--- config.mk ---
export PLATFORM = sky130hd
export DESIGN_NAME = jme_div
export DESIGN_NICKNAME = d
export VERILOG_FILES = /design/src/hdl/joint_motion_energy_core_assert.svh /design/src/hdl/jme_div.sv
export SDC_FILE = /design/constraint.sdc
export NUM_CORES = 1
export LEC_CHECK = 0
export ABC_CLOCK_PERIOD_IN_PS = 7400
export BUFFER_PORTS_ARGS = -buffer_cell sky130_fd_sc_hd__buf_4
export CAP_MARGIN = 10
export CORE_MARGIN = 3
export CORE_UTILIZATION = 26
export DETAILED_ROUTE_END_ITERATION = 12
export PLACE_DENSITY = 0.54
export SLEW_MARGIN = 20
export SYNTH_ARGS = -nofsm -noshare
export SYNTH_HDL_FRONTEND = slang
export SYNTH_SLANG_ARGS = --single-unit
--- constraint.sdc ---
create_clock -name i_clk -period 7.4 [get_ports i_clk]
set_clock_uncertainty 0.2 [all_clocks]
set_input_delay 0.37 -clock i_clk [delete_from_list [all_inputs] [get_ports i_clk]]
set_output_delay 0.37 -clock i_clk [all_outputs]
set_load 0.02 [all_outputs]
--- src/hdl/joint_motion_energy_core_assert.svh ---
`ifndef JOINT_MOTION_ENERGY_CORE_ASSERT_SVH
`define JOINT_MOTION_ENERGY_CORE_ASSERT_SVH

// Same-cycle implication, disabled while reset is held.
`define JME_ASSERT_NOW(label, clk, rst_n, ante, cons) \
    label: assert property (@(posedge clk) disable iff (!rst_n) (ante) |-> (cons)) \
        else $error("joint_motion_energy_core: check failed");

// Next-cycle implication, disabled while reset is held.
`define JME_ASSERT_NEXT(label, clk, rst_n, ante, cons) \
    label: assert property (@(posedge clk) disable iff (!rst_n) (ante) |=> (cons)) \
        else $error("joint_motion_energy_core: check failed");

`endif

--- src/hdl/jme_div.sv ---
`timescale 1ns / 1ps
// Restoring divider, one quotient bit per cycle.
module jme_div #(
    parameter int DW = 56,
    parameter int VW = 17
) (
    input  logic          i_clk,
    input  logic          i_rst_n,
    input  logic          i_start,
    input  logic [DW-1:0] i_dividend,
    input  logic [VW-1:0] i_divisor,
    output logic          o_done,
    output logic [DW-1:0] o_quot
);
    localparam int CW = $clog2(DW + 1);

    logic [DW-1:0] r_quo;
    logic [VW-1:0] r_rem;
    logic [VW-1:0] r_dvs;
    logic [CW-1:0] r_cnt;
    logic          r_busy;
    logic          r_done;
    logic [VW:0]   w_sh;
    logic [VW:0]   w_diff;
    logic          w_ge;

    assign w_sh   = {r_rem, r_quo[DW-1]};
    assign w_diff = w_sh - {1'b0, r_dvs};
    assign w_ge   = (w_sh >= {1'b0, r_dvs});

    always_ff @(posedge i_clk) begin
        if (!i_rst_n) begin
            r_busy <= 1'b0;
            r_done <= 1'b0;
            r_cnt  <= '0;
        end else begin
            r_done <= 1'b0;
            if (i_start) begin
                r_busy <= 1'b1;
                r_cnt  <= CW'(DW);
                r_quo  <= i_dividend;
                r_dvs  <= i_divisor;
                r_rem  <= '0;
            end else if (r_busy) begin
                r_quo <= {r_quo[DW-2:0], w_ge};
                r_rem <= w_ge ? w_diff[VW-1:0] : w_sh[VW-1:0];
                r_cnt <= r_cnt - 1'b1;
                if (r_cnt == CW'(1)) begin
                    r_busy <= 1'b0;
                    r_done <= 1'b1;
                end
            end
        end
    end

    assign o_done = r_done;
    assign o_quot = r_quo;
endmodule
* After elaboration in Yosys (flattened, before gate mapping)
Index checks and enable logic that the tools add are counted.
W data, S select, Z words.
** Storage, ports and cells
- Register bits after elaboration :: 98
- Input port bits :: 76
- Output and inout port bits :: 57
- Logic and storage cells :: 28
** Cells by class
- Add/subtract/negate cells :: 2
- $lt $le $gt $ge :: 1
- Eq/ne operators :: 1
- Mux-type cells :: 10
- Bitwise operators :: 2
- Reduce and logical (&&, ||, !) cells :: 5
** Operator list (count)
- $mux W56 :: 2
- $mux W17 :: 2
- $ge A18 B17 Y1 :: 1
- $sub A17 B17 Y17 :: 1
- $mux W6 :: 2
- $eq A6 B1 Y1 const B :: 1
- $sub A6 B1 Y6 const B :: 1
- $mux W1 :: 4
- $reduce_and A2 Y1 :: 2
- $reduce_or A3 Y1 :: 1
- $not A1 Y1 :: 2
- $reduce_bool A2 Y1 :: 1
- $reduce_or A2 Y1 :: 1

* Longest topological paths before layout
Gate-level depths: netlist of run 1.
- Depth in word-level cells :: 4
- Gate-level depth with buffers :: 11
- Mapped depth without buffers :: 10

* Worst setup path before layout of run 1
OpenSTA, ideal clock, no wires.
- Path kind :: input port to flip-flop
- From :: input port i_start
- To :: register r_quo[0], in the netlist o_quot[0] (enable)
- Arrival :: 2.677 ns
- Data required time :: 6.763 ns
- Setup slack :: 4.086 ns
- Cell stages on the path :: 3
- Buffers on the path :: 2
- Cells stage by stage :: clkbuf_1 buf_1 o21a_1
** On the way
- Longest elaborated chain between the ends :: 2
** Ends and longest elaborated chain
- start, declared :: RTL line jme_div.sv:9 : input logic i_start,
- $reduce_bool A2 Y1 (no line)
- $reduce_and A2 Y1 (no line)
- end signal, assigned :: RTL line jme_div.sv:41 : r_quo <= i_dividend;
- end signal, assigned :: RTL line jme_div.sv:45 : r_quo <= {r_quo[DW-2:0], w_ge};
- end, declared :: RTL line jme_div.sv:17 : logic [DW-1:0] r_quo;
No other way between the ends.
A chain may end at the register's enable or synchronous reset.

* Final worst setup path of run 1
- From :: register r_quo[55], in the netlist o_quot[55]
- To :: register r_rem[12], data pin
** On the way
- Longest elaborated chain between the ends :: 3
- Elaborated cells between the ends (all ways) :: 4
** Ends and longest elaborated chain
- $sub A17 B17 Y17 or $ge A18 B17 Y1 (tied branches) :: RTL line jme_div.sv:28, jme_div.sv:29
- $mux W17 * :: RTL line jme_div.sv:46 : r_rem <= w_ge ? w_diff[VW-1:0] : w_sh[VW-1:0];
- $mux W17 * :: RTL line jme_div.sv:44 : end else if (r_busy) begin
- end signal, assigned :: RTL line jme_div.sv:46
- end, declared :: RTL line jme_div.sv:18 : logic [VW-1:0] r_rem;
Mark *: on every way between the ends. The rest lies on a longest branch, timed or not. The select of a mux whose other input is x is not followed.

==> results of run 1 <==
==> flip-flops by register name, indices dropped and copies added, names as in the netlist <==
name    flops
r_dvs      17
o_done      1
o_quot     56
r_busy      1
r_cnt       6
r_rem      17
==> cell families after synthesis <==
| group | count (synthesis) | synth area share [%] |
|---|---|---|
| DFF | 98 | 56.3 |
| xor gates and xnor gates | 14 | 2.41 |
| and+or+nand+nor | 82 | 8.85 |
| adders and majority gates | 20 | 5.07 |
| buffers and inverters | 44 | 3.79 |
| muxes | 65 | 14.2 |
| AOI/OAI and AO/OA | 67 | 9.47 |
==> area by class of cell <==
type                            count  area, um2  share of cell area [%]
Sequential cell                    98       2860                    42.1
Multi-Input combinational cell    248       2040                    30.0
Timing Repair Buffer              151       1190                    17.5
Tap cell                          260        325                    4.79
Clock buffer                       10        229                    3.37
Inverter                           26       97.6                    1.44
Clock inverter                      6       48.8                   0.718
==> Yosys cell counts (3+ instances only) <==
| cell | count | area, um2 |
|---|---|---|
| buf_1 | 6 | 22.5 |
| o21ai_0 | 10 | 50.1 |
| a21o_1 | 6 | 45.0 |
| nor2_1 | 20 | 75.1 |
| or3_1 | 3 | 18.8 |
| edfxtp_1 | 90 | 2700 |
| a211oi_2 | 3 | 37.5 |
| xnor2_1 | 9 | 78.8 |
| buf_2 | 4 | 20.0 |
| nand3_1 | 7 | 35.0 |
| xor2_1 | 5 | 43.8 |
| mux2_2 | 56 | 631 |
| o21a_1 | 6 | 45.0 |
| clkbuf_1 | 5 | 18.8 |
| a211oi_1 | 3 | 22.5 |
| nor3_1 | 3 | 15.0 |
| nand4_1 | 6 | 37.5 |
| a21boi_0 | 3 | 22.5 |
| dfxtp_1 | 8 | 160 |
| nand2_1 | 14 | 52.6 |
| or2_2 | 4 | 25.0 |
| inv_1 | 26 | 97.6 |
| ha_1 | 19 | 238 |
| nand2b_1 | 8 | 50.1 |
| nor2_2 | 3 | 18.8 |
| a21oi_1 | 20 | 100 |
| mux2i_1 | 9 | 90.1 |
==> where the power goes <==
part,internal (mW),switching [mW]
Clock,0.233,0.220
Combinational,0.162,0.177
Sequential,0.659,0.0234
Total,1.05,0.420
==> worst max-delay path by stage <==
stage / start / endpoint / slack [ns]
after global routing: o_quot[55] / r_rem[12] / 3.85
after floorplan: i_start / o_quot[0] / 4.09
after detailed placement: o_quot[55] / r_rem[12] / 4.07
final: o_quot[55] / r_rem[12] / 4.08
after global placement: o_quot[55] / r_rem[7] / 4.15
after CTS: o_quot[55] / r_rem[12] / 4.03
==> per-stage QoR <==
| step | util, % | hold slack (ns) | setup WS, ns | total power [mW] | instances |
|---|---|---|---|---|---|
| after detailed placement | 33.4 | 0.286 | 4.07 | 1.03 | 765 |
| after global placement | 33.4 | 0.282 | 4.15 | 1.02 | 765 |
| final | 35.8 | 0.0943 | 4.08 | 1.47 | 799 |
| after floorplan | - | 0.268 | 4.09 | 0.921 | 390 |
| after CTS | 35.7 | 0.0726 | 4.03 | 1.50 | 798 |
| after global routing | 35.8 | 0.0967 | 3.85 | 1.55 | 799 |
==> worst register-to-register path: cells and delay by family, from the launching register on <==
kind                     cells  cell delay, ns
AO/OA/AOI/OAI                4            0.93
buffers and inverters        2            0.13
AND/OR/NAND/NOR              2            0.92
flip-flops                   1            0.42
adder cells (fa/ha/maj)      2            0.57
==> metal layers <==
| metal | vias up | wire length (um) | GRT usage (%) |
|---|---|---|---|
| met2 | 136 | 5430 | 17.6 |
| met3 | 12 | 1400 | 5.64 |
| li1 | 1744 | - | - |
| met4 | 0 | 227 | 4.84 |
| met5 | - | 0 | 0 |
| met1 | 1635 | 5370 | 14.5 |
==> what timing repair did <==
action                                  in CTS  in global routing
buffers inserted                             0                  0
endpoints found under the setup margin       0                  0
hold buffers                                17                  0
hold endpoints to repair                    17                  0
==> impl_metrics.csv, run 1 <==
group,metric,value,unit
synthesis,syn_inst,390,
worst_setup_path,crit_top_cell,"inv_1",
timing,setup_violations,0,
place,hpwl,8870,um
worst_setup_path,endpoint_kind,"flop",
clock_tree,cts_tree,"done",
worst_setup_path,start_kind,"flop",
worst_setup_path,path_cells,"inv_1, ha_1, inv_1, fa_1, a21o_1, a221oi_4, a2111o_1, nand4_4, or2_2, a21oi_1",
global_route,grt_pass1_vias,3765,
place,io_buffers,132,
timing,tns,0,ns
floorplanning,coreArea,19000,um2
global_route,antenna_found_initial,0,
power,ir_drop,0.119,mV
worst_setup_path,critPathMaxFanout,27,
route,ant_nets,0,
min_path,min_path_type,"in2reg",
final_layout,antennaDiodeCount,0,
synthesis,synth_area,5090,um2
timing,min_period,3.32,ns
synthesis,synth_cell_type_count,58,
outcome,outcome,"finished, final reports clean",
power,power.leakage,2.73,nW
min_path,holdPathEnd,"r_cnt[3]",
floorplanning,io_pins,133,
synthesis,synthFlopType,"edfxtp_1",
clock_tree,cts_buffers,9,
clock_tree,cts-resized-gates,0,
clock_tree,clk_path_buf_depth,2,
worst_setup_path,r2r_slack,4.08,ns
final_layout,final_cell_mix,"133 x buf_4, 90 x edfxtp_1, 56 x mux2_2",
clock_tree,insertion_delay,0.35,ns
worst_setup_path,worstPathArrival,3.32,ns
final_layout,area_growth,33.5,%
route,drc,0,
timing,clock.fmax,301,MHz
clock_tree,clock-sinks,98,
final_layout,layout.nets,630,
floorplanning,die_area,21300,um2
worst_setup_path,reg2reg_depth,10,
floorplanning,die_x,146,um
global_route,grt_overflow,0,
route,num_vias,3527,
min_path,min_delay_path_depth,2,
clock_tree,cts.clk_slew.worst_paths,0.07,ns
floorplanning,die_h,146,um
worst_setup_path,worstSetupPathType,"reg2reg",
worst_setup_path,cp.required,7.40,ns
min_path,min_from,"i_rst_n",
timing,drv_slew,0,
timing,hold_violations,0,
final_layout,fillers,1885,
floorplanning,std_cell_rows,50,
synthesis,synth_seq_area_share,56.3,%
worst_setup_path,path_depth,10,
timing,slew_headroom,48.7,%
timing,min_period_over_period,44.9,%
global_route,grt_pass1_wl,20000,um
clock_tree,cts_root_buf,"clkbuf_16",
worst_setup_path,r2r-start,"o_quot[55]",
synthesis,postSynthAreaPerCell,13.0,um2
place,gp_congestion,0.797,
power,p_per_area,217,nW/um2
final_layout,final_common_cell,"buf_4",
worst_setup_path,critPathTopFamily,"compound AO/OA/AOI/OAI gates",
synthesis,synth.net_count,486,
synthesis,synth-edff-count,90,
route,dr.pass1.iters,4,
route,via_per_inst,4.41,
global_route,grt_max_degree,75,
route,wire_per_inst,15.6,um
route,drtIter0Drc,128,
worst_setup_path,max_stage_delay,0.47,ns
synthesis,ys_warn_count,0,
timing,grt_setup_unrepaired,"no",
clock_tree,htreeDepth,3,
timing,tightest_slew,0.769,ns
place,dpl_cell_area,6320,um2
floorplanning,start_util,26.8,%
global_route,track_usage,11.7,%
run,maxCapViolCount,0,
synthesis,synth-async-reset-ratio,0,%
final_layout,drive_gt1_share,41.2,%
synthesis,synth-seq-cells,98,
route,wl,12400,um
worst_setup_path,critPathSlowestCell,"or2_2",
worst_setup_path,reg2reg_to,"r_rem[12]",
final_layout,fin_area,6790,um2
worst_setup_path,path_buf_inv,2,
Power figures use the tool's default switching activity.
==> inputs of run 2 (changes only) <==
--- a/config.mk
+++ b/config.mk
@@ -5,13 +5,14 @@
 export SDC_FILE = /design/constraint.sdc
 export NUM_CORES = 1
 export LEC_CHECK = 0
-export ABC_CLOCK_PERIOD_IN_PS = 7400
+export ABC_AREA = 1
+export ABC_CLOCK_PERIOD_IN_PS = 2830
 export BUFFER_PORTS_ARGS = -buffer_cell sky130_fd_sc_hd__buf_4
 export CAP_MARGIN = 10
 export CORE_MARGIN = 3
 export CORE_UTILIZATION = 26
 export DETAILED_ROUTE_END_ITERATION = 12
-export PLACE_DENSITY = 0.54
+export PLACE_DENSITY = 0.56
 export SLEW_MARGIN = 20
 export SYNTH_ARGS = -nofsm -noshare
 export SYNTH_HDL_FRONTEND = slang
==> constraint.sdc (replaced) <==
create_clock -name i_clk -period 2.83 [get_ports i_clk]
set_clock_uncertainty 0.2 [all_clocks]
set_input_delay 0.1415 -clock i_clk [delete_from_list [all_inputs] [get_ports i_clk]]
set_output_delay 0.1415 -clock i_clk [all_outputs]
set_load 0.02 [all_outputs]
==> impl_metrics.csv, run 2 <==
group,metric,value,unit
outcome,outcome,"finished, final reports clean",
global_route,grt_pass1_vias,4697,
timing,tns,0,ns
synthesis,synth_compound_area_share,3.51,%
global_route,track_usage,13.1,%
floorplanning,std_cell_rows,50,
final_layout,fillers,1888,
final_layout,final_cell_mix,"266 x nand2_1, 135 x buf_4, 90 x edfxtp_1",
timing,hold_violations,0,
floorplanning,coreArea,19100,um2
timing,min_period,2.43,ns
final_layout,drive_gt1_share,20.7,%
synthesis,muxShareOfSynthArea,0,%
route,num_vias,4522,
synthesis,synthFlopType,"edfxtp_1",
final_layout,area_growth,45.7,%
clock_tree,insertion_delay,0.35,ns
synthesis,syn_inst,606,
floorplanning,io_pins,133,
timing,setup_violations,0,
floorplanning,die_area,21600,um2
worst_setup_path,start_kind,"flop",
synthesis,synth_seq_area_share,55.4,%
clock_tree,cts_root_buf,"clkbuf_16",
clock_tree,cts_buffers,9,
synthesis,synth_area_leaders,"edfxtp_1 52%, nand2_1 19%, inv_1 4.9%",
final_layout,final_common_cell,"nand2_1",
synthesis,synth-seq-cells,98,
synthesis,synth_area,5170,um2
route,wl,14000,um
timing,drv_slew,0,
synthesis,synth.net_count,702,
place,hpwl,9660,um
synthesis,postSynthAreaPerCell,8.53,um2
worst_setup_path,endpoint_kind,"flop",
global_route,grt_pass1_wl,22800,um
power,power.leakage,3.60,nW
final_layout,multi_input_area,1970,um2
place,gp_congestion,0.809,
route,dr.pass1.iters,5,
worst_setup_path,worstSetupPathType,"reg2reg",
clock_tree,clock-sinks,98,
synthesis,synth_top_family_by_area,"simple AND/OR/NAND/NOR gates",
clock_tree,htreeDepth,3,
timing,clock.fmax,411,MHz
clock_tree,clk_path_buf_depth,2,
synthesis,netlist.area_leader.share,52.3,%
run,maxCapViolCount,0,
global_route,grt_overflow,0,
power,ir_drop,0.277,mV
timing,slew_headroom,47.8,%
global_route,antenna_found_initial,0,
timing,tightest_slew,0.781,ns
power,finalPower,4.32,mW
synthesis,synth-edff-count,90,
clock_tree,cts_tree,"done",
final_layout,final-seq-area,2860,um2
worst_setup_path,critPathMaxFanout,24,
global_route,grt_max_degree,54,
final_layout,layout.nets,907,
final_layout,antennaDiodeCount,0,
floorplanning,die_h,147,um
final_layout,largest_reg_flops,56,
route,wire_per_inst,13.0,um
final_layout,fin_area,7530,um2
timing,grt_setup_unrepaired,"no",
floorplanning,start_util,27.1,%
floorplanning,die_x,147,um
worst_setup_path,r2r_slack,0.40,ns
synthesis,synth_common_cells,"267 x nand2_1, 90 x edfxtp_1, 67 x inv_1",
power,p_per_area,575,nW/um2
synthesis,synth-async-reset-ratio,0,%
synthesis,yosysMostFrequentCell,"nand2_1",
route,drtIter0Drc,234,
synthesis,synthAdderAreaFrac,4.99,%
clock_tree,cts.clk_slew.worst_paths,0.08,ns
synthesis,synth_cell_type_count,33,
place,io_buffers,132,
worst_setup_path,cp.required,2.74,ns
synthesis,synth-xor-area-share,1.53,%
synthesis,synth-simple-area-share,27.9,%
route,drc,0,
synthesis,ys_warn_count,0,
route,ant_nets,0,
timing,min_period_over_period,86.0,%
synthesis,yosys.area.top_type,"edfxtp_1",
place,dpl_cell_area,6450,um2
route,via_per_inst,4.20,
min_path,min_path_type,"reg2reg",
worst_setup_path,worstPathArrival,2.35,ns
run 2: cell types whose count changed in the layout (fill, tap and decap cells not counted), sizes merged, moves of 4 or more:
cell,before,now
nand2,14,272
dlygate4sd3,17,76
mux2,56,0
inv,29,71
nor2,23,55
nand3,7,21
mux2i,9,0
nand2b,8,0
xnor2,9,1
a21o,6,0
a21oi,20,14
a211oi,6,1
o21a,6,2
or2,6,2
run 2: layout make-up:
| class | instances | area share (%) |
|---|---|---|
| sequential | 98 | 38.0 |
| clock buffer | 9 | 2.99 |
| timing repair buffer | 212 | 23.8 |
| clock inverter | 7 | 1.26 |
| inverter | 68 | 3.39 |
| tap | 260 | 4.32 |
| multi-input combinational | 422 | 26.2 |
run 2: report_power, final:
part           leakage (nW)  switching (mW)  internal (mW)  total (mW)
logic                  2.51           0.674          0.477        1.15
clock network         0.157           0.616          0.713        1.33
registers             0.940          0.0791           1.77        1.84
run 2: worst max-delay path, stage by stage (launching register included):
cell and delay (ns):
edfxtp_1 0.41, inv_1 0.08, ha_1 0.13, inv_1 0.07, fa_1 0.42, nand3_1 0.12
nand3_2 0.10, nand2_1 0.11, nand2_4 0.19, nand2_1 0.19, nand2_1 0.07, nand2_1 0.07
inv_1 0.04
run 2: per-layer routing:
metal / GRT usage [%] / vias up / share of wire, % / wire length, um
li1: - / 2343 / - / -
met1: 15.8 / 2036 / 44 / 6210
met2: 22.1 / 126 / 48 / 6730
met3: 3.67 / 17 / 6.2 / 871
met4: 5.08 / 0 / 1.6 / 226
met5: 0 / - / 0 / 0
run 2: cell families after synthesis:
logic type / after synthesis
compound gates: 33
xor+xnor: 9
fa+ha+maj: 20
buf+inv: 86
flops: 98
simple gates: 360
run 2: path summary, 6_finish.rpt:
kind	cells after the start	to	startpoint
max	12	r_rem[13]	o_quot[55]
min	2	r_cnt[5]	r_cnt[5]
max reg2reg	12	r_rem[13]	o_quot[55]
min reg2reg	2	r_cnt[5]	r_cnt[5]
run 2: stage by stage:
stage / util, % / hold WS (ns) / instances / setup slack, ns
3_3_place_gp: 33.8 / 0.121 / 984 / 0.468
5_1_grt: 39.4 / 0.304 / 1076 / 0.184
6_report: 39.4 / 0.276 / 1076 / 0.395
2_1_floorplan: - / 0.0404 / 606 / 0.122
4_1_cts: 39.4 / 0.279 / 1076 / 0.377
3_5_place_dp: 33.8 / 0.121 / 984 / 0.392
run 2: repair_timing:
item / CTS / global route
endpoints found under the hold margin: 80 / 0
buffers inserted: 0 / 0
hold buffers: 76 / 0
resized for setup: 0 / 0
